File: src/sv/lstp_pkg.sv
// shared types, constants and the cordic angle table for the lidar point filter
// no dependencies
`default_nettype none

package lstp_pkg;

    // fixed build constants
    localparam int LSTP_MAX_BEAMS     = 4096;
    localparam int LSTP_Y_OFFSET_MM   = 0;
    localparam int LSTP_CORDIC_STAGES = 16;
    localparam int LSTP_TABLE_LEN     = 24;
    localparam int LSTP_CW            = 34;
    localparam logic [15:0] LSTP_GAIN_Q16 = 16'd39797;

    // configuration register indexes
    localparam logic [2:0] LSTP_REG_ANGLE_START = 3'd0;
    localparam logic [2:0] LSTP_REG_ANGLE_STEP  = 3'd1;
    localparam logic [2:0] LSTP_REG_RANGE_LOW   = 3'd2;
    localparam logic [2:0] LSTP_REG_RANGE_HIGH  = 3'd3;
    localparam logic [2:0] LSTP_REG_SENSOR_X    = 3'd4;
    localparam logic [2:0] LSTP_REG_X_LOW       = 3'd5;
    localparam logic [2:0] LSTP_REG_X_HIGH      = 3'd6;
    localparam logic [2:0] LSTP_REG_Y_ABS_MAX   = 3'd7;

    typedef logic signed [LSTP_CW-1:0] t_cw;

    typedef struct packed {
        logic [11:0] beam_index;
        logic [15:0] range_mm;
        logic        range_finite;
        logic        last_beam;
    } t_in;

    typedef struct packed {
        logic              kept;
        logic signed [15:0] point_x_mm;
        logic signed [15:0] point_y_mm;
        logic [11:0]       beam_index_out;
        logic              last_beam_out;
    } t_out;

    typedef struct packed {
        logic [15:0] angle_start;
        logic [15:0] angle_step;
        logic [15:0] range_low_mm;
        logic [15:0] range_high_mm;
        logic [15:0] sensor_x_offset_mm;
        logic [15:0] x_low_mm;
        logic [15:0] x_high_mm;
        logic [14:0] y_abs_max_mm;
    } t_cfg;

    // per-request tag that rides alongside the rotation data
    typedef struct packed {
        logic        keep;
        logic        neg;
        logic [11:0] beam_index;
        logic        last_beam;
    } t_side;

    // atan(2^-i) in 2^32 units per turn
    function automatic t_cw f_atan(input int i);
        logic [31:0] v;
        begin
            unique case (i)
                0:  v = 32'h20000000;
                1:  v = 32'h12E4051E;
                2:  v = 32'h09FB385B;
                3:  v = 32'h051111D4;
                4:  v = 32'h028B0D43;
                5:  v = 32'h0145D7E1;
                6:  v = 32'h00A2F61E;
                7:  v = 32'h00517C55;
                8:  v = 32'h0028BE53;
                9:  v = 32'h00145F2F;
                10: v = 32'h000A2F98;
                11: v = 32'h000517CC;
                12: v = 32'h00028BE6;
                13: v = 32'h000145F3;
                14: v = 32'h0000A2FA;
                15: v = 32'h0000517D;
                16: v = 32'h000028BE;
                17: v = 32'h0000145F;
                18: v = 32'h00000A30;
                19: v = 32'h00000518;
                20: v = 32'h0000028C;
                21: v = 32'h00000146;
                22: v = 32'h000000A3;
                23: v = 32'h00000051;
                default: v = 32'h00000000;
            endcase
            return t_cw'(v);
        end
    endfunction

endpackage

`default_nettype wire

File: src/sv/lstp_rot.sv
// one registered cordic rotation step with its own valid and stall
// depends on lstp_pkg
`default_nettype none

module lstp_rot #(
    parameter int SHIFT = 0
) (
    input  wire logic           i_clk,
    input  wire logic           i_rst_n,
    input  wire logic           i_valid,
    input  wire lstp_pkg::t_cw  i_x,
    input  wire lstp_pkg::t_cw  i_y,
    input  wire lstp_pkg::t_cw  i_z,
    input  wire lstp_pkg::t_side i_side,
    output logic                o_stall,
    output logic                o_valid,
    output lstp_pkg::t_cw       o_x,
    output lstp_pkg::t_cw       o_y,
    output lstp_pkg::t_cw       o_z,
    output lstp_pkg::t_side     o_side,
    input  wire logic           i_stall
);
    import lstp_pkg::*;

    localparam t_cw Atan = f_atan(SHIFT);

    logic  r_v;
    t_cw   r_x;
    t_cw   r_y;
    t_cw   r_z;
    t_side r_side;
    t_cw   w_xs;
    t_cw   w_ys;
    t_cw   n_x;
    t_cw   n_y;
    t_cw   n_z;

    assign o_stall = r_v && i_stall;

    always_comb begin
        w_xs = i_x >>> SHIFT;
        w_ys = i_y >>> SHIFT;
        if (!i_z[LSTP_CW-1]) begin
            n_x = i_x - w_ys;
            n_y = i_y + w_xs;
            n_z = i_z - Atan;
        end else begin
            n_x = i_x + w_ys;
            n_y = i_y - w_xs;
            n_z = i_z + Atan;
        end
    end

    always_ff @(posedge i_clk) begin
        if (!i_rst_n) begin
            r_v <= 1'b0;
        end else if (!o_stall) begin
            r_v <= i_valid;
        end
    end

    always_ff @(posedge i_clk) begin
        if (!o_stall && i_valid) begin
            r_x    <= n_x;
            r_y    <= n_y;
            r_z    <= n_z;
            r_side <= i_side;
        end
    end

    assign o_valid = r_v;
    assign o_x     = r_x;
    assign o_y     = r_y;
    assign o_z     = r_z;
    assign o_side  = r_side;

endmodule

`default_nettype wire

File: config.mk
export PLATFORM = sky130hd
export DESIGN_NAME = lstp_rot
export DESIGN_NICKNAME = d
export VERILOG_FILES = /design/src/sv/lstp_pkg.sv /design/src/sv/lstp_rot.sv
export SDC_FILE = /design/constraint.sdc
export NUM_CORES = 1
export LEC_CHECK = 0
export ABC_AREA = 1
export BUFFER_PORTS_ARGS = -buffer_cell sky130_fd_sc_hd__buf_2
export CORE_ASPECT_RATIO = 1.25
export CORE_UTILIZATION = 51
export CTS_BUF_LIST = sky130_fd_sc_hd__clkbuf_4 sky130_fd_sc_hd__clkbuf_8 sky130_fd_sc_hd__clkbuf_16
export CTS_CLUSTER_SIZE = 28
export DETAILED_ROUTE_END_ITERATION = 7
export GPL_TIMING_DRIVEN = 0
export PLACE_DENSITY = 0.85
export SETUP_SLACK_MARGIN = 0.1
export SYNTH_ARGS = -nofsm -noshare
export SYNTH_HDL_FRONTEND = slang
export SYNTH_SLANG_ARGS = --single-unit
File: constraint.sdc
create_clock -name i_clk -period 7.1 [get_ports i_clk]
set_clock_uncertainty 0.05 [all_clocks]
set_input_delay 1.42 -clock i_clk [delete_from_list [all_inputs] [get_ports i_clk]]
set_output_delay 1.42 -clock i_clk [all_outputs]
set_load 0.05 [all_outputs]
Word-level counts from Yosys, hierarchy flattened
Index checks and enable logic that the tools add are counted.

storage, ports and cells
  bits in registers = 118
  input bits = 121
  output and inout bits = 119
  word-level logic and storage cells = 19

cells by class
  add/sub/neg operators = 5
  multiplexer cells = 3
  reduce and logical (&&, ||, !) cells = 3

operators with widths
  kind                      count
  $mux W34                  3
  $sub A34 B34 Y34          2
  $add A34 B31 Y34 const B  1
  $add A34 B34 Y34          1
  $sub A34 B31 Y34 const B  1
  $logic_and A1 B1 Y1       2
  $logic_not A1 Y1          1

Longest topological paths before layout
  depth in word-level cells = 3
  depth in mapped cells = 18
  gate-level depth less buffers = 17

Worst setup path after synthesis
No wires, ideal clock.

  path kind = input-to-reg
  from = in i_stall
  to = reg r_side, in the netlist o_side[0] (enable)
  library setup time = 0.593 ns
  data arrival time = 6.616 ns
  required time = 6.457 ns
  path slack = -0.158 ns
  stages = 3
  path buffers = 0
  path through = nand2_1 -> inv_1 -> nor2_1

on the way
  word-level cells in the longest chain between the ends = 3

ends and longest elaborated chain
  element               RTL line        source
  start, declared       lstp_rot.sv:21  input wire logic i_stall
  $logic_and A1 B1 Y1   lstp_rot.sv:38  assign o_stall = r_v && i_stall;
  net o_stall           lstp_rot.sv:15  output logic o_stall,
  $logic_not A1 Y1      lstp_rot.sv:63  if (!o_stall && i_valid) begin
  $logic_and A1 B1 Y1   lstp_rot.sv:63
  end signal, assigned  lstp_rot.sv:67  r_side <= i_side;
  end, declared         lstp_rot.sv:31  t_side r_side;

The timed path passes the listed nets, and every way through them passes these cells.
A chain may end at the register's enable or synchronous reset.

Worst setup path in the final report
  from = in i_x[0]
  to = reg r_x[16], in the netlist o_x[16], data pin

on the way
  word-level cells in the longest chain between the ends = 2
  elaborated cells on any way between the ends = 3
  classes of those cells = add/sub (2); mux (1)

ends and longest elaborated chain
  element                                               RTL line                        source
  start, declared                                       lstp_rot.sv:11                  input wire lstp_pkg::t_cw i_x,
  $sub A34 B34 Y34 or $add A34 B34 Y34 (tied branches)  lstp_rot.sv:44, lstp_rot.sv:48
  $mux W34 (*)                                          lstp_rot.sv:43                  if (!i_z[LSTP_CW-1]) begin
  net n_x[16]                                           lstp_rot.sv:34                  t_cw n_x;
  end signal, assigned                                  lstp_rot.sv:64                  r_x <= n_x;
  end, declared                                         lstp_rot.sv:28                  t_cw r_x;

The timed path passes the listed nets; every way through them passes the cells marked *.

==> flow_summary.ini <==
[yosys]
netlist_top_cells_area = edfxtp_1 (32%), nand2_1 (14%), ha_1 (12%)
yosysTopAreaCell = edfxtp_1
syn_area_per_cell_sq_um = 7.16
synth_cells = 1530
synth_cell_type_count = 45
synth_ff_type = edfxtp_1
ys_seq_elements = 117
synth_seq_area_share_pct = 32.0
synth_top_area_share_pct = 31.8
synth_edf_count = 116
synth.most_common_cell = nand2_1
async_reset_ff_share_pct = 0
yosysWarnings = 0
synthTopCellsByCount = nand2_1 (397), inv_1 (196), nand3_1 (145)
syn-cell-area_sq_um = 10900
syn_nets = 1758

[die]
die_width_microns = 133
initial_utilization_pct = 52.2
dieArea_sq_um = 22100
row_count = 59
io_pins = 240
core_sq_um = 21000
die_height_microns = 166

[setup_path]
reg2reg_from = o_valid$_SDFFE_PN0N_
endpoint_kind = flop
ff2ff_setup_slack_ns = 5.35
arrival_ns = 3.66
worstSetupStartpointType = input pin
required_ns = 7.25
startpoint = i_x[0]
worstPathMaxFanout = 4
reg2reg_depth = 5
r2r-end = o_y[8]$_DFFE_PP_
crit_type = in2reg

[detailed_routing]
drt-total-wl_mm = 41.0
drt_iter0_drc = 1228
drt_pass1_iterations = 6
viasPerCell = 5.71
drc = 0
ant_nets = 0
vias = 11873
wl_per_cell_microns = 19.8

[min_path]
worstHoldPathCells = 2
min_to = o_valid$_SDFFE_PN0N_
min_from = o_valid$_SDFFE_PN0N_
hold_class = reg2reg

[final_layout]
syn_to_final_growth_pct = 20.2
fin_util_pct = 62.8
multi_input_area_sq_um = 6370
layout.cells.non_filler = 2078
antenna_cells = 0
finalInstanceArea_sq_um = 13200
fillers = 1926
ff_latch_area_sq_um = 3500
final_nets = 2019
drive_gt1_share_pct = 20.7

[clock_tree]
numCtsBuffers = 17
cts_setup_buffers = 0
clk_pin_slew_ns = 0.07
clk_latency_ns = 0.44
post_cts_resized = 0
htreeDepth = 4
cts.sinks = 117
cts_tree = yes
root_buffer = clkbuf_16
hold_buffers = 0
cts.path.max_buffers = 2

[pwr]
p_per_area_nw_per_um2 = 216
irDropWorstVdd_v = 0.000166
leakage_uw = 0.00667

[timing]
slew_viol_final = 0
setup_viol = 0
tightest_slew_ns = 0.822
rsz0062_at_grt = false
max_slew_margin_pct = 45.2
min_period_ns = 3.50
final.setup.tns_ns = 0
setup_ws_ns = 3.60
finalHoldViolCount = 0
fin_crit_sh_pct = 49.4
fmax_ghz = 0.285

[place]
port_buffers = 239
dp_hpwl_mm = 32.9
place_area_sq_um = 12600
post-place-ws_ns = 3.26
dp.cells = 2046
gp_congestion = 1.01

[global_route]
grt_overflow = 0
grt_use_total_pct = 37.0
grt_max_degree = 39
first_global_vias = 11218
antenna_found_initial = 0
grt_pass1_wl_mm = 61.2

[run_status]
status = finished, final reports clean

[job]
maxCapViolations = 0
registers in the layout, indices dropped and copies added, names as in the netlist:
signal and flops:
o_y 34, o_z 34, o_x 33, o_side 15
o_valid 1
per-stage QoR:
step	hold WS (ns)	total power [uW]
after global placement	0.422	1900
after floorplan	0.657	1610
after detailed placement	0.448	1920
after global routing	0.483	2950
final	0.462	2850
after CTS	0.457	2830
cell families (layout without fill, tap and decap cells):
kind of cell               count (synthesis)  after routing  share of synthesized area, %
buffers and inverters                    254            528                          9.93
DFF                                      117            117                          32.0
and+or+nand+nor                          747            747                          29.4
adders and majority gates                107            107                          12.5
xor gates and xnor gates                  25             25                          2.00
AOI/OAI and AO/OA                        280            280                          14.2
report_power, final:
part,switching [uW],internal [uW]
combinational,782,286
clock,382,533
sequential,16.2,847
cell type report:
cell class | count | share of cell area (%)
plain buffers | 45 | 2.28
well taps | 274 | 2.60
inverters | 209 | 5.98
multi-input cells | 1159 | 48.4
clock buffers | 17 | 3.23
repair buffers | 242 | 9.54
flip-flops and latches | 117 | 26.6
clock inverters | 15 | 1.37
placed cells by master (no fill, tap or decap), drive strengths merged, types with 17 or more instances in the layout:
master  synthesis  routed
o21ai          94      94
nand3         150     150
buf            40     282
nand2         408     408
xor2           25      25
nor2          144     144
ha            103     103
inv           208     218
a21o           17      17
a21oi         135     135
clkbuf          5      22
edfxtp        116     116
layer usage:
layer | share of wire, % | track usage, % | up-vias
met4 | 5.3 | 19.6 | 0
met1 | 37 | 42.4 | 5445
li1 | - | - | 5576
met2 | 49 | 65.4 | 715
met5 | 0 | 0 | -
met3 | 8.6 | 6.01 | 137
critical path, stage by stage:
cell and delay, ns:
buf_2 0.11, inv_1 0.05, ha_1 0.28, fa_1 0.43, o21ai_1 0.40, nand2_1 0.13, nand2_1 0.13, nand2_1 0.09
nand2_1 0.19, nor2_1 0.06, o31ai_1 0.36
worst max path at each step:
stage                                      to  slack (ns)  cells past startpoint
after floorplan           o_side[0]$_DFFE_PP_        1.82                      3
after global placement      o_y[22]$_DFFE_PP_        1.07                      4
after detailed placement    o_x[16]$_DFFE_PP_        3.26                     11
after CTS                   o_x[16]$_DFFE_PP_        3.67                     11
after global routing        o_x[32]$_DFFE_PP_        3.54                     14
final                       o_x[16]$_DFFE_PP_        3.60                     11
No activity file was read; power rests on OpenSTA's default activity.
