**src/sv/lstp_pkg.sv**
```systemverilog
// shared types, constants and the cordic angle table for the lidar point filter
// no dependencies
`default_nettype none

package lstp_pkg;

    // fixed build constants
    localparam int LSTP_MAX_BEAMS     = 4096;
    localparam int LSTP_Y_OFFSET_MM   = 0;
    localparam int LSTP_CORDIC_STAGES = 16;
    localparam int LSTP_TABLE_LEN     = 24;
    localparam int LSTP_CW            = 34;
    localparam logic [15:0] LSTP_GAIN_Q16 = 16'd39797;

    // configuration register indexes
    localparam logic [2:0] LSTP_REG_ANGLE_START = 3'd0;
    localparam logic [2:0] LSTP_REG_ANGLE_STEP  = 3'd1;
    localparam logic [2:0] LSTP_REG_RANGE_LOW   = 3'd2;
    localparam logic [2:0] LSTP_REG_RANGE_HIGH  = 3'd3;
    localparam logic [2:0] LSTP_REG_SENSOR_X    = 3'd4;
    localparam logic [2:0] LSTP_REG_X_LOW       = 3'd5;
    localparam logic [2:0] LSTP_REG_X_HIGH      = 3'd6;
    localparam logic [2:0] LSTP_REG_Y_ABS_MAX   = 3'd7;

    typedef logic signed [LSTP_CW-1:0] t_cw;

    typedef struct packed {
        logic [11:0] beam_index;
        logic [15:0] range_mm;
        logic        range_finite;
        logic        last_beam;
    } t_in;

    typedef struct packed {
        logic              kept;
        logic signed [15:0] point_x_mm;
        logic signed [15:0] point_y_mm;
        logic [11:0]       beam_index_out;
        logic              last_beam_out;
    } t_out;

    typedef struct packed {
        logic [15:0] angle_start;
        logic [15:0] angle_step;
        logic [15:0] range_low_mm;
        logic [15:0] range_high_mm;
        logic [15:0] sensor_x_offset_mm;
        logic [15:0] x_low_mm;
        logic [15:0] x_high_mm;
        logic [14:0] y_abs_max_mm;
    } t_cfg;

    // per-request tag that rides alongside the rotation data
    typedef struct packed {
        logic        keep;
        logic        neg;
        logic [11:0] beam_index;
        logic        last_beam;
    } t_side;

    // atan(2^-i) in 2^32 units per turn
    function automatic t_cw f_atan(input int i);
        logic [31:0] v;
        begin
            unique case (i)
                0:  v = 32'h20000000;
                1:  v = 32'h12E4051E;
                2:  v = 32'h09FB385B;
                3:  v = 32'h051111D4;
                4:  v = 32'h028B0D43;
                5:  v = 32'h0145D7E1;
                6:  v = 32'h00A2F61E;
                7:  v = 32'h00517C55;
                8:  v = 32'h0028BE53;
                9:  v = 32'h00145F2F;
                10: v = 32'h000A2F98;
                11: v = 32'h000517CC;
                12: v = 32'h00028BE6;
                13: v = 32'h000145F3;
                14: v = 32'h0000A2FA;
                15: v = 32'h0000517D;
                16: v = 32'h000028BE;
                17: v = 32'h0000145F;
                18: v = 32'h00000A30;
                19: v = 32'h00000518;
                20: v = 32'h0000028C;
                21: v = 32'h00000146;
                22: v = 32'h000000A3;
                23: v = 32'h00000051;
                default: v = 32'h00000000;
            endcase
            return t_cw'(v);
        end
    endfunction

endpackage

`default_nettype wire

```
**src/sv/lstp_front.sv**
```systemverilog
// front end: beam checks, beam angle, scaled range, quadrant fold into cordic start vector
// depends on lstp_pkg
`default_nettype none

module lstp_front (
    input  wire logic          i_clk,
    input  wire logic          i_rst_n,
    input  wire lstp_pkg::t_cfg i_cfg,
    input  wire logic          i_valid,
    input  wire lstp_pkg::t_in i_data,
    output logic               o_stall,
    output logic               o_valid,
    output lstp_pkg::t_cw      o_x,
    output lstp_pkg::t_cw      o_y,
    output lstp_pkg::t_cw      o_z,
    output lstp_pkg::t_side    o_side,
    input  wire logic          i_stall
);
    import lstp_pkg::*;

    // stage a: checks and the two products
    logic        r_a_v;
    t_side       r_a_side;
    logic [15:0] r_a_ang;
    logic [31:0] r_a_prod;
    logic        a_en;

    // stage b: folded angle and start vector
    logic        r_b_v;
    t_side       r_b_side;
    t_cw         r_b_x;
    t_cw         r_b_z;
    logic        b_en;

    logic [27:0] w_idx_prod;
    logic [15:0] n_a_ang;
    logic [31:0] n_a_prod;
    logic        w_in_ok;
    t_side       n_a_side;

    logic signed [16:0] w_a;
    logic signed [16:0] w_z16;
    logic               w_neg;
    t_side              n_b_side;

    assign b_en    = !r_b_v || !i_stall;
    assign a_en    = !r_a_v || b_en;
    assign o_stall = !a_en;

    always_comb begin
        w_idx_prod = i_data.beam_index * i_cfg.angle_step;
        n_a_ang    = i_cfg.angle_start + w_idx_prod[15:0];
        n_a_prod   = i_data.range_mm * LSTP_GAIN_Q16;
        w_in_ok    = (32'(i_data.beam_index) < 32'(LSTP_MAX_BEAMS)) && i_data.range_finite
                     && (i_data.range_mm >= i_cfg.range_low_mm)
                     && (i_data.range_mm <= i_cfg.range_high_mm);
        n_a_side.keep       = w_in_ok;
        n_a_side.neg        = 1'b0;
        n_a_side.beam_index = i_data.beam_index;
        n_a_side.last_beam  = i_data.last_beam;
    end

    // fold the angle into the right half plane, negate the vector at the end
    always_comb begin
        w_a   = {r_a_ang[15], r_a_ang};
        w_z16 = w_a;
        w_neg = 1'b0;
        priority if (w_a > 17'sd16384) begin
            w_z16 = w_a - 17'sd32768;
            w_neg = 1'b1;
        end else if (w_a < -17'sd16384) begin
            w_z16 = w_a + 17'sd32768;
            w_neg = 1'b1;
        end
        n_b_side     = r_a_side;
        n_b_side.neg = w_neg;
    end

    always_ff @(posedge i_clk) begin
        if (!i_rst_n) begin
            r_a_v <= 1'b0;
            r_b_v <= 1'b0;
        end else begin
            if (!o_stall) begin
                r_a_v <= i_valid;
            end
            if (b_en) begin
                r_b_v <= r_a_v;
            end
        end
    end

    always_ff @(posedge i_clk) begin
        if (!o_stall && i_valid) begin
            r_a_side <= n_a_side;
            r_a_ang  <= n_a_ang;
            r_a_prod <= n_a_prod;
        end
        if (b_en && r_a_v) begin
            r_b_side <= n_b_side;
            r_b_x    <= t_cw'(r_a_prod[31:2]);
            r_b_z    <= t_cw'(w_z16) <<< 16;
        end
    end

    assign o_valid = r_b_v;
    assign o_x     = r_b_x;
    assign o_y     = '0;
    assign o_z     = r_b_z;
    assign o_side  = r_b_side;

    // a non-finite request never reaches stage a marked as kept
    assert property (@(posedge i_clk) disable iff (!i_rst_n)
        (i_valid && !o_stall && !i_data.range_finite) |=> !(r_a_v && r_a_side.keep))
        else $error("non-finite range marked as kept");

    // an empty range window always rejects
    assert property (@(posedge i_clk) disable iff (!i_rst_n)
        (i_valid && !o_stall && (i_cfg.range_low_mm > i_cfg.range_high_mm))
        |=> !r_a_side.keep)
        else $error("empty range window passed a request");

endmodule

`default_nettype wire

```
**config.mk**
```make
export PLATFORM = sky130hd
export DESIGN_NAME = lstp_front
export DESIGN_NICKNAME = d
export VERILOG_FILES = /design/src/sv/lstp_pkg.sv /design/src/sv/lstp_front.sv
export SDC_FILE = /design/constraint.sdc
export NUM_CORES = 1
export LEC_CHECK = 0
export BUFFER_PORTS_ARGS = -buffer_cell sky130_fd_sc_hd__buf_2
export CAP_MARGIN = 20
export CELL_PAD_IN_SITES_DETAIL_PLACEMENT = 0
export CELL_PAD_IN_SITES_GLOBAL_PLACEMENT = 1
export CORE_MARGIN = 5
export CORE_UTILIZATION = 48
export DETAILED_ROUTE_END_ITERATION = 10
export MAX_ROUTING_LAYER = met4
export PLACE_DENSITY_LB_ADDON = 0.05
export SYNTH_ARGS = -nofsm -noshare
export SYNTH_HDL_FRONTEND = slang
export SYNTH_SLANG_ARGS = --single-unit
```
**constraint.sdc**
```tcl
create_clock -name i_clk -period 12.7 [get_ports i_clk]
set_input_delay 0.635 -clock i_clk [delete_from_list [all_inputs] [get_ports i_clk]]
set_output_delay 0.635 -clock i_clk [all_outputs]
set_load 0.005 [all_outputs]
```
; Word-level counts from Yosys, hierarchy flattened
; Index checks and enable logic that the tools add are counted.
[totals]
regBits = 126
latch_bits = 0
mem_bits_rw = 0
rom_bits = 0
in_bits = 161
out_inout_bits = 119
n_memories = 0
[classes]
addsub = 3
multipliers = 2
div = 0
n_lt_le_gt_ge = 4
eq_ne = 0
shifts = 0
muxes = 3
n_bitwise = 0
reduce_logical = 10
[op_table]
columns = operator, n
row1 = two-way mux 17 bit, 2
row2 = "multiplier 16 x 16 -> 32 bit, second input constant", 1
row3 = "adder 16 x 17 -> 17 bit, second input constant", 1
row4 = "subtractor 16 x 17 -> 17 bit, second input constant", 1
row5 = adder 16 bit, 1
row6 = >= comparator 16 bit, 1
row7 = "greater-than comparator 16 bit, second input constant", 1
row8 = <= comparator 16 bit, 1
row9 = "less-than comparator 16 x 15 -> 1 bit, second input constant", 1
row10 = multiplier 12 x 16 -> 16 bit, 1
row11 = logical AND 1 bit, 4
row12 = logical NOT 1 bit, 4
row13 = logical OR 1 bit, 2
row14 = two-way mux 1 bit, 1

; Logic depth before layout (Yosys ltp)
[logic_depth]
ltp_word = 4
mapped_depth = 22
ltp_nobuf = 21

; Worst setup path after synthesis
; OpenSTA, ideal clock, no wires.
[synth_timing]
path_type = input to register
startpoint = input port i_data[9] in the netlist's numbering
endpoint = register r_a_prod[31], data pin
arrival_ns = 5.719
path_slack_ns = 6.846
stages = 21
n_path_buf = 0
cell_sequence = inv_1 fa_1 fa_1 inv_1 fa_1 inv_1 fa_1 inv_1 fa_1 inv_1 fa_1 inv_1 ha_1 a21oi_1 o21bai_1 a311oi_2 o21ai_2 a31oi_4 a21oi_2 or4b_1 nand3_1
[synth_via]
elab_chain_len = 1
[synth_lines]
columns = item, line
row1 = from (decl), lstp_front.sv:10  ; input wire lstp_pkg::t_in i_data,
row2 = multiplier 16 x 16 -> 32 bit, lstp_front.sv:53  ; n_a_prod = i_data.range_mm * LSTP_GAIN_Q16;
row3 = net n_a_prod[31], lstp_front.sv:37  ; logic [31:0] n_a_prod;
row4 = to (signal assigned), lstp_front.sv:97  ; r_a_prod <= n_a_prod;
row5 = to (decl), lstp_front.sv:25  ; logic [31:0] r_a_prod;
; The timed path passes the listed nets, and every way through them passes these cells.
; A chain may end at the register's enable or synchronous reset.

; Worst setup path after layout
[layout_timing]
startpoint = input port i_data[7] in the netlist's numbering
endpoint = register r_a_prod[31], data pin
; Same word-level chain as after synthesis.

==> results.ini <==
[critical_path]
crit_start=i_data[7]
reg2reg_from=o_valid
r2r_cells=3
rr_endpoint=n_b_side[9]
cp.required_ns=12.98
criticalPathCategory=input port to flop
crit_path_max_incr_delay_ns=0.54
path_cells=buf_2 -> inv_1 -> fa_1 -> fa_1 -> inv_1 -> fa_1 -> inv_1 -> fa_1 -> inv_1 -> fa_1 -> inv_1 -> fa_1 -> inv_1 -> ha_1 -> a21oi_1 -> o21bai_1 -> a311oi_2 -> o21ai_2 -> a31oi_4 -> a21oi_2 -> or4b_1 -> nand3_1
cp.arrival_ns=6.41
crit_end=r_a_prod[31]
startpoint_type=input port
end_kind=flop
critical-path-slowest-cell=fa_1
regToRegSetupSlack_ns=10.97
crit_path_max_fanout=8

[drt]
dr.pass1.iters=4
wl_per_cell_um=15.5
drtIter0Drc=375
vias=8853
drtAntennaViolNets=0
drc=0
via_per_inst=4.78
drt-total-wl_mm=28.8

[pwr]
power_frac_comb_pct=69.2
ir_worst_vdd_mv=0.199
powerDensity_nw_per_um2=260
swShare_pct=44.3
cellInternalPower_uw=2260
p_switching_uw=1800
power.share.sequential_pct=18.8
p_clk_share_pct=12.0
p_leak_uw=0.00791

[sta]
slew_violations=0
worst_pin_slew_ns=0.851
relSlewSlack_pct=43.3
final_hold_viol_count=0
skew_ns=0.0117
period_share_pct=48.3
finalSetupViolCount=0
fmaxAchievable_mhz=163
rsz0062_at_grt=false
hold_slack_ns=0.408
setup_tns_ns=0
period_minus_slack_ns=6.13
fin_ws_ns=6.57

[run_status]
status=completed

[global_routing]
grt_pass1_wl_mm=48.1
antenna_found_initial=2
grt_max_degree=63
grt_overflow=0
grt_usage_pct=18.9
grt_pass1_vias=9392

[placement]
post-place-ws_ns=6.09
port_buffers=162
gp_congestion=0.863
hpwl_mm=23.5

[synth]
syn_area_um2=14000
yosysUniqueCellTypes=53
synth-edff-count=122
yosys-top-cells-count=inv_1, fa_1, ha_1
ys_seq_area_share_pct=26.4
synth-async-reset-ratio_pct=0
post_synth.cell_area_avg_um2=10.9
netlist.top_cell.by_area=fa_1
synth_warnings=0
synth_flop_cell=edfxtp_1
synthTopCellsByArea=fa_1, edfxtp_1, ha_1
synth-seq-cells=124
synthMostInstantiatedCell=inv_1
synth_top_cell_area_share_pct=27.8
synthCells=1289

[clocking]
postCtsHoldBufs=0
cts_made_buffers=17
ctsResizeCount=0
clkTransAtPathRegs_ns=0.06
cts_max_level=4
cts_root_buf=clkbuf_16
clockBufferDepth=2
post_cts_buffers=0
clock-sinks=124
tritoncts=done
clk_latency_ns=0.42

[worst_hold_path]
hp-class=input port to flop

[floorplanning]
fp-row-count=62
die_w_um=181
dieArea_um2=32700
boundaryPins=280
die_h_um=181
coreArea_um2=28800
start_util_pct=48.7

[final_layout]
syn2layout_area_growth_pct=11.6
drive_above_1_share_pct=14.0
finish.net_count=2005

[job]
maxCapViolCount=0

## stage by stage
step	util, %	area, um2	total power, uW	std cells
floorplan	-	14200	2950	1342
global placement	52.4	15100	3550	1820
detailed placement	52.4	15100	3570	1820
CTS	54.4	15600	4100	1851
global route	54.4	15700	4560	1853
finish	54.4	15700	4060	1853
## sequential cells by signal, summed over array words and instances (netlist names)
name      flops
o_side       15
o_valid       1
o_z          17
r_a_v         1
r_a_ang      16
r_a_prod     30
o_x          30
n_b_side     14
## per-layer routing
| metal | track usage, % | up-vias | part of all wire, % |
|---|---|---|---|
| met5 | - | - | 0 |
| met3 | 2.73 | 22 | 4.8 |
| li1 | - | 4310 | - |
| met2 | 28.8 | 208 | 44 |
| met4 | 3.66 | 0 | 0.81 |
| met1 | 27.5 | 4313 | 50 |
## cells in the final DEF, fill, tap and decap left out, types with 2 or more instances in the layout
master | Yosys | layout
xnor2_1 | 42 | 42
a2111oi_0 | 2 | 2
inv_1 | 322 | 322
nand2b_1 | 3 | 3
clkinv_4 | 0 | 4
dfxtp_1 | 2 | 2
and2_1 | 51 | 51
o21a_1 | 7 | 7
bufinv_16 | 0 | 2
a21o_1 | 15 | 15
a21oi_1 | 41 | 41
nor4_1 | 4 | 4
a211oi_1 | 2 | 2
o211ai_1 | 5 | 5
clkbuf_16 | 0 | 17
nand2_1 | 95 | 95
buf_2 | 0 | 162
nor2_1 | 11 | 11
a211o_1 | 2 | 2
clkinvlp_4 | 0 | 2
nand3_1 | 10 | 10
ha_1 | 194 | 194
inv_6 | 0 | 2
conb_1 | 1 | 54
nor3_1 | 4 | 4
buf_4 | 55 | 2
fa_1 | 195 | 195
diode_2 | 0 | 2
clkinv_2 | 0 | 3
edfxtp_1 | 122 | 122
and3_1 | 6 | 6
o21ai_1 | 2 | 2
nand4_1 | 6 | 6
xor2_1 | 16 | 16
nor2b_1 | 10 | 9
o21bai_1 | 6 | 6
o21ai_0 | 19 | 19
## kinds of logic (layout without fill, tap and decap cells)
| group | count (synthesis) | count (layout) | share of synthesized area [%] |
|---|---|---|---|
| AO/OA/AOI/OAI | 119 | 119 | 5.56 |
| XOR/XNOR | 58 | 58 | 3.62 |
| adder cells (fa/ha/maj) | 389 | 389 | 45.2 |
| buffers and inverters | 392 | 517 | 12.0 |
| flip-flops | 124 | 124 | 26.4 |
| other | 1 | 56 | 0.0267 |
| AND/OR/NAND/NOR | 206 | 206 | 7.26 |
## final cells by class
class | instances | area (um2)
fill | 2615 | 13100
multi-input combinational | 826 | 8860
sequential | 124 | 3700
inverter | 322 | 1210
timing repair buffer | 164 | 826
tap | 384 | 480
clock buffer | 17 | 425
clock inverter | 14 | 146
antenna | 2 | 5.00
## worst min path at each step
| stage | start | endpoint | slack, ns | cells past startpoint |
|---|---|---|---|---|
| 2_1_floorplan | n_b_side[0] | o_side[0] | 0.40 | 0 |
| 3_3_place_gp | n_b_side[2] | o_side[2] | 0.40 | 0 |
| 3_5_place_dp | r_a_prod[15] | o_x[13] | 0.40 | 0 |
| 4_1_cts | i_data[0] | n_b_side[0] | 0.38 | 1 |
| 5_1_grt | i_data[0] | n_b_side[0] | 0.39 | 1 |
| 6_report | i_data[0] | n_b_side[0] | 0.41 | 1 |
## power groups by stage
stage	registers, uW	clock network, uW	logic [uW]
floorplan	772	0	2180
global placement	771	0	2780
detailed placement	775	0	2800
CTS	767	505	2830
global route	776	525	3260
finish	766	488	2810
## worst max-delay path: cells and delay by family
kind	cells	cell delay, ns
compound gates	6	1.17
buf+inv	7	0.69
simple gates	2	0.55
fa+ha+maj	7	3.35
Note: power is estimated with default switching activity, not from simulation.
