`config.mk`:
```
export PLATFORM = sky130hd
export DESIGN_NAME = lstp_back
export DESIGN_NICKNAME = d
export VERILOG_FILES = /design/src/sv/lstp_pkg.sv /design/src/sv/lstp_back.sv
export SDC_FILE = /design/constraint.sdc
export NUM_CORES = 1
export LEC_CHECK = 0
export BUFFER_PORTS_ARGS = -buffer_cell sky130_fd_sc_hd__buf_4
export CORE_MARGIN = 4
export CORE_UTILIZATION = 45
export CTS_CLUSTER_SIZE = 40
export DETAILED_ROUTE_END_ITERATION = 8
export HOLD_SLACK_MARGIN = 0.06
export PLACE_DENSITY = 0.69
export SLEW_MARGIN = 10
export SYNTH_ARGS = -nofsm -noshare
export SYNTH_HDL_FRONTEND = slang
export SYNTH_SLANG_ARGS = --single-unit
```
`constraint.sdc`:
```
create_clock -name i_clk -period 5.9 [get_ports i_clk]
set_input_delay 0.59 -clock i_clk [delete_from_list [all_inputs] [get_ports i_clk]]
set_output_delay 0.59 -clock i_clk [all_outputs]
set_load 0.02 [all_outputs]
```
`src/sv/lstp_pkg.sv`:
```
// shared types, constants and the cordic angle table for the lidar point filter
// no dependencies
`default_nettype none

package lstp_pkg;

    // fixed build constants
    localparam int LSTP_MAX_BEAMS     = 4096;
    localparam int LSTP_Y_OFFSET_MM   = 0;
    localparam int LSTP_CORDIC_STAGES = 16;
    localparam int LSTP_TABLE_LEN     = 24;
    localparam int LSTP_CW            = 34;
    localparam logic [15:0] LSTP_GAIN_Q16 = 16'd39797;

    // configuration register indexes
    localparam logic [2:0] LSTP_REG_ANGLE_START = 3'd0;
    localparam logic [2:0] LSTP_REG_ANGLE_STEP  = 3'd1;
    localparam logic [2:0] LSTP_REG_RANGE_LOW   = 3'd2;
    localparam logic [2:0] LSTP_REG_RANGE_HIGH  = 3'd3;
    localparam logic [2:0] LSTP_REG_SENSOR_X    = 3'd4;
    localparam logic [2:0] LSTP_REG_X_LOW       = 3'd5;
    localparam logic [2:0] LSTP_REG_X_HIGH      = 3'd6;
    localparam logic [2:0] LSTP_REG_Y_ABS_MAX   = 3'd7;

    typedef logic signed [LSTP_CW-1:0] t_cw;

    typedef struct packed {
        logic [11:0] beam_index;
        logic [15:0] range_mm;
        logic        range_finite;
        logic        last_beam;
    } t_in;

    typedef struct packed {
        logic              kept;
        logic signed [15:0] point_x_mm;
        logic signed [15:0] point_y_mm;
        logic [11:0]       beam_index_out;
        logic              last_beam_out;
    } t_out;

    typedef struct packed {
        logic [15:0] angle_start;
        logic [15:0] angle_step;
        logic [15:0] range_low_mm;
        logic [15:0] range_high_mm;
        logic [15:0] sensor_x_offset_mm;
        logic [15:0] x_low_mm;
        logic [15:0] x_high_mm;
        logic [14:0] y_abs_max_mm;
    } t_cfg;

    // per-request tag that rides alongside the rotation data
    typedef struct packed {
        logic        keep;
        logic        neg;
        logic [11:0] beam_index;
        logic        last_beam;
    } t_side;

    // atan(2^-i) in 2^32 units per turn
    function automatic t_cw f_atan(input int i);
        logic [31:0] v;
        begin
            unique case (i)
                0:  v = 32'h20000000;
                1:  v = 32'h12E4051E;
                2:  v = 32'h09FB385B;
                3:  v = 32'h051111D4;
                4:  v = 32'h028B0D43;
                5:  v = 32'h0145D7E1;
                6:  v = 32'h00A2F61E;
                7:  v = 32'h00517C55;
                8:  v = 32'h0028BE53;
                9:  v = 32'h00145F2F;
                10: v = 32'h000A2F98;
                11: v = 32'h000517CC;
                12: v = 32'h00028BE6;
                13: v = 32'h000145F3;
                14: v = 32'h0000A2FA;
                15: v = 32'h0000517D;
                16: v = 32'h000028BE;
                17: v = 32'h0000145F;
                18: v = 32'h00000A30;
                19: v = 32'h00000518;
                20: v = 32'h0000028C;
                21: v = 32'h00000146;
                22: v = 32'h000000A3;
                23: v = 32'h00000051;
                default: v = 32'h00000000;
            endcase
            return t_cw'(v);
        end
    endfunction

endpackage

`default_nettype wire

```
`src/sv/lstp_back.sv`:
```
// back end: sign fix and rounding to millimetres, offsets, window tests, output register
// depends on lstp_pkg
`default_nettype none

module lstp_back (
    input  wire logic            i_clk,
    input  wire logic            i_rst_n,
    input  wire lstp_pkg::t_cfg  i_cfg,
    input  wire logic            i_valid,
    input  wire lstp_pkg::t_cw   i_x,
    input  wire lstp_pkg::t_cw   i_y,
    input  wire lstp_pkg::t_side i_side,
    output logic                 o_stall,
    output logic                 o_valid,
    output lstp_pkg::t_out       o_data,
    input  wire logic            i_stall
);
    import lstp_pkg::*;

    localparam int RW = LSTP_CW - 14;
    localparam int PW = RW + 1;

    // stage r: rounded cos and sin terms
    logic                 r_r_v;
    t_side                r_r_side;
    logic signed [RW-1:0] r_c;
    logic signed [RW-1:0] r_s;
    logic                 r_en;

    // output register
    logic r_o_v;
    t_out r_o_data;

    t_cw w_xn;
    t_cw w_yn;
    t_cw w_xr;
    t_cw w_yr;

    logic signed [PW-1:0] w_px;
    logic signed [PW-1:0] w_py;
    logic signed [PW-1:0] w_ay;
    logic                 w_keep;
    t_out                 n_o_data;

    assign r_en    = !r_o_v || !i_stall;
    assign o_stall = r_r_v && !r_en;

    always_comb begin
        w_xn = i_side.neg ? -i_x : i_x;
        w_yn = i_side.neg ? -i_y : i_y;
        w_xr = w_xn + t_cw'(8192);
        w_yr = w_yn + t_cw'(8192);
    end

    always_comb begin
        w_px   = PW'($signed(i_cfg.sensor_x_offset_mm)) + PW'(r_c);
        w_py   = PW'(LSTP_Y_OFFSET_MM) + PW'(r_s);
        w_ay   = w_py[PW-1] ? -w_py : w_py;
        w_keep = r_r_side.keep
                 && (w_px >= PW'($signed(i_cfg.x_low_mm)))
                 && (w_px <= PW'($signed(i_cfg.x_high_mm)))
                 && (w_ay <= $signed(PW'(i_cfg.y_abs_max_mm)));
        n_o_data.kept           = w_keep;
        n_o_data.point_x_mm     = w_keep ? w_px[15:0] : 16'sd0;
        n_o_data.point_y_mm     = w_keep ? w_py[15:0] : 16'sd0;
        n_o_data.beam_index_out = r_r_side.beam_index;
        n_o_data.last_beam_out  = r_r_side.last_beam;
    end

    always_ff @(posedge i_clk) begin
        if (!i_rst_n) begin
            r_r_v <= 1'b0;
            r_o_v <= 1'b0;
        end else begin
            if (!o_stall) begin
                r_r_v <= i_valid;
            end
            if (r_en) begin
                r_o_v <= r_r_v;
            end
        end
    end

    always_ff @(posedge i_clk) begin
        if (!o_stall && i_valid) begin
            r_r_side <= i_side;
            r_c      <= w_xr[LSTP_CW-1:14];
            r_s      <= w_yr[LSTP_CW-1:14];
        end
        if (r_en && r_r_v) begin
            r_o_data <= n_o_data;
        end
    end

    assign o_valid = r_o_v;
    assign o_data  = r_o_data;

    // a rejected request leaves the output stage with cleared coordinates
    assert property (@(posedge i_clk) disable iff (!i_rst_n)
        (r_en && r_r_v && !r_r_side.keep) |=> (!r_o_data.kept && r_o_data.point_x_mm == 16'sd0
                                               && r_o_data.point_y_mm == 16'sd0))
        else $error("rejected request left a point behind");

endmodule

`default_nettype wire
```
---- Yosys cells after proc, flatten, opt, wreduce, memory -nomap -nowiden ----
Index checks and enable logic that the tools add are counted.
cells by class
  add/sub/neg operators ................... 6
  $lt $le $gt $ge ......................... 3
  muxes and demuxes ....................... 3
  reduce and logical (&&, ||, !) cells .... 11
operators by type and width
  kind                      count
  $add A34 B15 Y34 const B  2
  $mux W34                  2
  $neg A34 Y34              2
  $le A21 B16 Y1            2
  $add A16 B20 Y21          1
  $ge A21 B16 Y1            1
  $mux W21                  1
  $neg A20 Y21              1
  $logic_and A1 B1 Y1       6
  $logic_not A1 Y1          4
  $logic_or A1 B1 Y1        1
storage, ports and cells
  register bits after elaboration ......... 102
  output and inout port bits .............. 48

---- Depth between registers and ports, before layout ----
Gate-level depths: netlist of run 1.
  depth after elaboration ................. 6
  gate-level depth with buffers ........... 22
  mapped depth without buffers ............ 21

---- Worst setup path before layout of run 1 ----
OpenSTA, ideal clock, no wires.
  path kind ............................... input -> register
  from .................................... in i_cfg[47] (netlist name)
  to ...................................... reg r_o_data (netlist bit o_data[32]) (data pin)
  setup time .............................. 0.255 ns
  data arrival time ....................... 4.693 ns
  required time ........................... 5.645 ns
  path slack .............................. 0.952 ns
  stages on the path ...................... 22
  cells stage by stage .................... ha_1 > fa_1 > a21o_1 > a21oi_1 > o21bai_1 > a2111oi_0 > o41a_1 > o21ai_0 > and2_1 > o21ai_1 > o31a_1 > ha_1 > a21o_1 > a21o_1 > a21oi_1 > nor2_1 > a211oi_1 > a31o_2 > a31oi_1 > and3_1 > buf_2 > and2_1
RTL lines
  what                    line             text
  start: declaration      lstp_back.sv:8   input wire lstp_pkg::t_cfg i_cfg,
  end signal: assignment  lstp_back.sv:91  r_o_data <= n_o_data;
  end: declaration        lstp_back.sv:32  t_out r_o_data;

---- Worst setup path in the final report of run 1 ----
  from .................................... reg r_c[0]
  to ...................................... reg r_o_data (netlist bit o_data[27]) (data pin)
between the ends
  cells in the longest elaborated chain, start to end .. 5
  elaborated cells between the ends (all ways) .. 6
  classes of those cells .................. add/sub (1); order compare (2); reduce/logical (3)
RTL lines
  what                      line             text
  start: declaration        lstp_back.sv:26  logic signed [RW-1:0] r_c;
  start signal: assignment  lstp_back.sv:87  r_c <= w_xr[LSTP_CW-1:14];
  $add A16 B20 Y21 *        lstp_back.sv:56  w_px = PW'($signed(i_cfg.sensor_x_offset_mm)) + PW'(r_c);
  $ge A21 B16 Y1            lstp_back.sv:60  && (w_px >= PW'($signed(i_cfg.x_low_mm)))
  $logic_and A1 B1 Y1       lstp_back.sv:60
  $logic_and A1 B1 Y1 *     lstp_back.sv:61  && (w_px <= PW'($signed(i_cfg.x_high_mm)))
  $logic_and A1 B1 Y1 *     lstp_back.sv:62  && (w_ay <= $signed(PW'(i_cfg.y_abs_max_mm)));
Mark *: on every way between the ends. The rest lies on a longest branch, timed or not.
A chain may end at the register's enable or synchronous reset.

==> results.py, run 1 <==
metrics = {
    "critical_path": {
        "r2r_slack_ps": 610,
        "r2r-start": "r_c[0]",
        "reg2reg_depth": 20,
        "cpMostUsedCell": "ha_1",
        "worstPathArrival_ps": 5520,
        "crit_type": "flip-flop to flip-flop",
        "critPathTopFamily": "compound AO/OA/AOI/OAI gates",
        "rr_endpoint": "o_data[27]",
        "critPathMaxStageDelay_ps": 480,
        "critPathMaxFanout": 26,
        "crit_path_end_kind": "flip-flop",
        "slowest_stage": "a2111oi_0",
        "critPathRequiredTime_ps": 6120,
        "critical_path_buf_inv_count": 1,
        "cp_cell_sequence": "ha_1, fa_1, a21o_1, a21oi_1, o21bai_1, a2111oi_0, o41a_1, o211ai_1, a41oi_1, nor2b_1, o22ai_1, ha_1, nand4_1, nor4_2, o21ai_0, a31o_2, a31oi_1, and3_1, buf_4, and2_1",
        "start_kind": "flip-flop",
    },
    "cts": {
        "cts-root-buf": "clkbuf_16",
        "cts_tree": "built",
        "cts_resized": 0,
        "ctsHtreeMaxLevel": 3,
        "cts_buffers": 9,
        "worstSkewPairLatency_ps": 360,
        "cts.path.max_buffers": 2,
        "holdBufCountCts": 0,
        "path_clk_slew_ps": 80,
        "postCtsSetupRepairBufs": 0,
        "cts.sinks": 102,
    },
    "timing": {
        "slew_headroom_pct": 45.6,
        "finalMaxSlewViolations": 0,
        "worst_pin_slew_ps": 816,
        "min_period_ps": 5290,
        "fin_tns_setup_ps": 0,
        "hold_viol": 0,
        "rsz0062_at_grt": "no",
        "setup_viol": 0,
        "fin_crit_sh_pct": 89.7,
        "max_freq_mhz": 189,
        "finClkSkew_ps": 8.82,
    },
    "power_and_ir_drop": {
        "ir_drop_mv": 0.127,
        "power_density_mw_per_mm2": 219,
        "p_leak_nw": 4.27,
    },
    "routing": {
        "drt_first_pass_iters": 8,
        "drtIter0Drc": 337,
        "via_count": 6660,
        "viasPerCell": 5.38,
        "drc": 0,
        "ant_nets": 0,
        "avgRoutedWirePerCell_um": 15.3,
        "routed_wl_mm": 19.0,
    },
    "synth": {
        "synth_cell_type_count": 63,
        "synth.ff_latch_count": 102,
        "synth.largest_area_cell": "edfxtp_1",
        "syn_inst": 829,
        "netlist_area_sq_mm": 0.00800,
        "synthArstFlopShare_pct": 0,
        "synth_edf_count": 100,
        "postSynthAreaPerCell_sq_um": 9.65,
        "synth_seq_area_share_pct": 38.0,
        "dominantRegCellSynth": "edfxtp_1",
        "netlist_top_cells_area": "edfxtp_1, ha_1, xnor2_1",
        "syn_nets": 1124,
        "yosysWarningCount": 0,
        "synth_top_area_share_pct": 37.5,
    },
    "finish": {
        "layout.cells.most_common_list": "buf_4, edfxtp_1, ha_1",
        "post-route-util_pct": 57.6,
        "n_antenna_cell": 0,
        "fillers": 1565,
        "layout-drive-gt1-share_pct": 23.0,
        "syn2layout_area_growth_pct": 25.0,
        "final_common_cell": "buf_4",
        "finalNetCount": 1304,
    },
    "floorplanning": {
        "start_util_pct": 46.1,
        "die_area_sq_mm": 0.0200,
        "core-area_sq_mm": 0.0174,
        "die_h_um": 141,
        "num_rows": 48,
        "die_w_um": 141,
        "ioPinCount": 262,
    },
    "global_route": {
        "grt.total_usage_pct": 18.7,
        "grt_pass1_wl_mm": 30.6,
        "grt_max_degree": 60,
        "overflow": 0,
        "antenna_found_initial": 0,
        "grt_pass1_vias": 6173,
    },
    "min_path": {
        "min_path_type": "primary input to flip-flop",
        "hold_path_depth": 1,
        "hold_path_end": "n_o_data[1]",
        "hold_start": "i_side[1]",
    },
    "outcome": {
        "status": "finished, final reports clean",
    },
    "placed_design": {
        "gp_congestion": 0.846,
        "io_buffer_count": 197,
        "hpwl_mm": 15.0,
    },
    "flow_run": {
        "cap_viol_max_count": 0,
    },
}
power breakdown:
part           internal (mW)  switching [mW]  total [mW]
registers              0.856          0.0291       0.885
logic                  0.330           0.369       0.700
clock network          0.307           0.299       0.605
stage by stage:
step / hold slack (ps) / total power [mW] / instances / area (sq um) / setup WS (ps)
after floorplan: 400 / 1.36 / 829 / 8000 / 952
after global placement: 401 / 1.58 / 1223 / 9680 / 283
after detailed placement: 406 / 1.60 / 1223 / 9680 / 217
after CTS: 393 / 2.21 / 1239 / 9990 / 450
after global routing: 385 / 2.34 / 1239 / 10000 / 162
final: 404 / 2.19 / 1239 / 10000 / 605
how the worst max path moves through the flow:
stage | start | endpoint | slack (ps) | cells after the start
after detailed placement | i_cfg[47] | o_data[27] | 220 | 21
after global routing | r_c[0] | o_data[32] | 160 | 20
after global placement | i_cfg[47] | o_data[39] | 280 | 21
after CTS | r_c[0] | o_data[27] | 450 | 20
final | r_c[0] | o_data[27] | 610 | 20
after floorplan | i_cfg[47] | o_data[32] | 950 | 22
synthesized netlist by cell type (9+ instances only):
cell / n
edfxtp_1: 100
ha_1: 80
xnor2_1: 66
inv_1: 59
a21oi_1: 45
nand2_1: 45
nor2_1: 45
and2_1: 39
o21ai_0: 39
a21o_1: 28
clkbuf_1: 24
nand4_1: 24
xor2_1: 23
nor3_1: 18
and3_1: 14
or3_1: 14
o21a_1: 12
nor2b_1: 10
nor4_1: 10
o31ai_1: 10
o22ai_1: 9
or4_1: 9
flip-flops by register name, summed over array words and instances, names as in the netlist:
name      cells
o_data       46
r_c          20
r_s          20
n_o_data     13
o_valid       1
r_r_side      1
r_r_v         1
cell type report:
| cell class | instances | area [sq um] | area share, % |
|---|---|---|---|
| Clock inverter | 7 | 88.8 | 0.888 |
| Inverter | 59 | 221 | 2.21 |
| Clock buffer | 9 | 225 | 2.25 |
| Multi-Input combinational cell | 636 | 4630 | 46.3 |
| Timing Repair Buffer | 201 | 1510 | 15.1 |
| Tap cell | 225 | 282 | 2.81 |
| Sequential cell | 102 | 3040 | 30.4 |
layer usage:
| layer | track usage [%] | wire length (um) | vias to the layer above |
|---|---|---|---|
| li1 | - | - | 3413 |
| met1 | 26.7 | 8910 | 3066 |
| met2 | 29.8 | 8790 | 169 |
| met3 | 3.03 | 1100 | 12 |
| met4 | 4.44 | 191 | 0 |
| met5 | 0 | 0 | - |
logic make-up (layout without fill, tap and decap cells):
group / Yosys count / after routing / share of synthesized area [%]
xor gates and xnor gates: 89 / 89 / 9.74
and+or+nand+nor: 261 / 261 / 18.1
adders and majority gates: 81 / 81 / 12.8
buffers and inverters: 91 / 276 / 4.36
DFF: 102 / 102 / 38.0
AOI/OAI and AO/OA: 201 / 201 / 16.5
muxes: 4 / 4 / 0.516
No activity file was read; power rests on OpenSTA's default activity.
==> run 2, diff against run 1 <==
==> constraint.sdc (replaced) <==
create_clock -name i_clk -period 5.7 [get_ports i_clk]
set_input_delay 0.57 -clock i_clk [delete_from_list [all_inputs] [get_ports i_clk]]
set_output_delay 0.57 -clock i_clk [all_outputs]
set_load 0.02 [all_outputs]
==> results.py, run 2 (synthesis gave the netlist of run 1 again) <==
metrics = {
    "critical_path": {
        "r2r-start": "r_c[0]",
        "critPathMaxFanout": 16,
        "slowest_stage": "a2111oi_0",
        "r2r_slack_ps": 440,
        "reg2reg_depth": 23,
        "cpMostUsedCell": "a21o_1",
        "cp_cell_sequence": "ha_1, fa_1, a21o_1, a21oi_1, o21bai_1, a2111oi_0, o41a_1, buf_4, o21ai_0, and2_1, o21ai_1, o31a_1, ha_1, a21o_1, a21o_1, a21oi_1, nor2_1, a211oi_1, a31o_2, a31oi_1, and3_1, buf_4, and2_1",
        "start_kind": "flip-flop",
        "rr_endpoint": "o_data[26]",
        "critPathRequiredTime_ps": 5800,
        "crit_path_end_kind": "flip-flop",
        "crit_type": "flip-flop to flip-flop",
        "worstPathArrival_ps": 5370,
        "critPathMaxStageDelay_ps": 500,
    },
    "cts": {
        "cts-root-buf": "clkbuf_16",
        "worstSkewPairLatency_ps": 350,
        "cts_tree": "built",
        "cts_buffers": 9,
        "cts.sinks": 102,
        "cts.path.max_buffers": 2,
        "path_clk_slew_ps": 80,
        "ctsHtreeMaxLevel": 3,
        "postCtsSetupRepairBufs": 0,
        "cts_resized": 0,
        "holdBufCountCts": 0,
    },
    "placed_design": {
        "io_buffer_count": 197,
        "hpwl_mm": 15.0,
        "gp_congestion": 0.844,
        "pre_cts_ws_ps": 119,
        "dpl-instance-area_sq_mm": 0.00970,
        "post-place-cells": 1226,
    },
    "floorplanning": {
        "core-area_sq_mm": 0.0174,
        "num_rows": 48,
        "start_util_pct": 46.1,
        "ioPinCount": 262,
        "die_w_um": 141,
        "die_h_um": 141,
        "die_area_sq_mm": 0.0200,
    },
    "global_route": {
        "antenna_found_initial": 0,
        "overflow": 0,
        "grt_max_degree": 60,
        "grt_pass1_vias": 6261,
        "grt_pass1_wl_mm": 30.4,
        "grt.total_usage_pct": 18.6,
    },
    "timing": {
        "rsz0062_at_grt": "no",
        "max_freq_mhz": 190,
        "finClkSkew_ps": 13.7,
        "slew_headroom_pct": 46.4,
        "setup_ws_ps": 437,
        "finalMaxSlewViolations": 0,
        "hold_viol": 0,
        "worst_pin_slew_ps": 804,
        "fin_tns_setup_ps": 0,
        "min_period_ps": 5260,
        "setup_viol": 0,
        "fin_crit_sh_pct": 92.3,
    },
    "routing": {
        "drtIter0Drc": 308,
        "via_count": 6645,
        "avgRoutedWirePerCell_um": 15.1,
        "drc": 0,
        "drt_first_pass_iters": 4,
        "routed_wl_mm": 18.7,
        "viasPerCell": 5.35,
        "ant_nets": 0,
    },
    "min_path": {
        "hold_start": "i_side[2]",
        "hold_path_end": "n_o_data[2]",
        "hold_path_depth": 1,
        "min_path_type": "primary input to flip-flop",
    },
    "finish": {
        "layout.cells.most_common_list": "buf_4, edfxtp_1, ha_1",
        "syn2layout_area_growth_pct": 25.3,
        "largest_reg_flops": 46,
        "layout-drive-gt1-share_pct": 23.1,
        "finalNetCount": 1307,
        "final_common_cell": "buf_4",
        "fin_cells": 1242,
        "design_area_sq_mm": 0.0100,
        "n_antenna_cell": 0,
    },
    "power_and_ir_drop": {
        "power.total_mw": 2.28,
        "p_leak_nw": 4.28,
        "power_density_mw_per_mm2": 228,
        "ir_drop_mv": 0.136,
    },
    "outcome": {
        "status": "finished, final reports clean",
    },
    "flow_run": {
        "cap_viol_max_count": 0,
    },
}
==> run 2: cell types whose count changed in the layout (fill, tap and decap cells not counted), sizes merged <==
| cell | before | now |
|---|---|---|
| inv | 62 | 63 |
| buf | 201 | 204 |
| bufinv | 0 | 1 |
| clkinv | 4 | 1 |
| clkinvlp | 0 | 1 |
==> run 2: worst max-delay path by stage <==
| stage | slack, ps | end | start |
|---|---|---|---|
| floorplan | 770 | o_data[32] | i_cfg[47] |
| global placement | 210 | o_data[23] | i_cfg[47] |
| detailed placement | 120 | o_data[26] | i_cfg[47] |
| CTS | 390 | o_data[26] | r_c[0] |
| global route | 40 | o_data[23] | r_c[0] |
| finish | 440 | o_data[26] | r_c[0] |
==> run 2: area by class of cell <==
| cell class | count | area [sq um] |
|---|---|---|
| inverters | 59 | 221 |
| well taps | 225 | 282 |
| multi-input cells | 636 | 4630 |
| clock inverters | 7 | 93.8 |
| repair buffers | 204 | 1530 |
| flip-flops and latches | 102 | 3040 |
| clock buffers | 9 | 225 |
| fillers | 1574 | 7330 |
==> run 2: critical path: cells and delay by family, from the launching register on <==
kind,cells,cell delay (ps)
AOI/OAI and AO/OA,14,2780
adders and majority gates,3,880
and+or+nand+nor,4,650
DFF,1,390
buffers and inverters,2,320
==> run 2: metal layers <==
layer	part of all wire, %	routed length (um)	vias up	track usage, %
met5	0	0	-	0
li1	-	-	3431	-
met4	0.95	179	0	4.69
met2	46	8630	184	30.0
met1	47	8880	3020	26.4
met3	5.6	1060	10	2.56
==> run 2: power by group <==
part           switching, mW  leakage, nW  internal [mW]  total (mW)
Combinational          0.380         3.17          0.345       0.725
Clock                  0.287        0.153          0.353       0.641
Sequential            0.0300        0.956          0.886       0.916
Total                  0.697         4.28           1.58        2.28
==> run 2: metrics by stage <==
step                      util (%)  hold slack, ps
after global placement        55.9             401
after floorplan                  -             400
final                         57.7             394
after detailed placement      55.9             406
after global routing          57.7             370
after CTS                     57.7             376
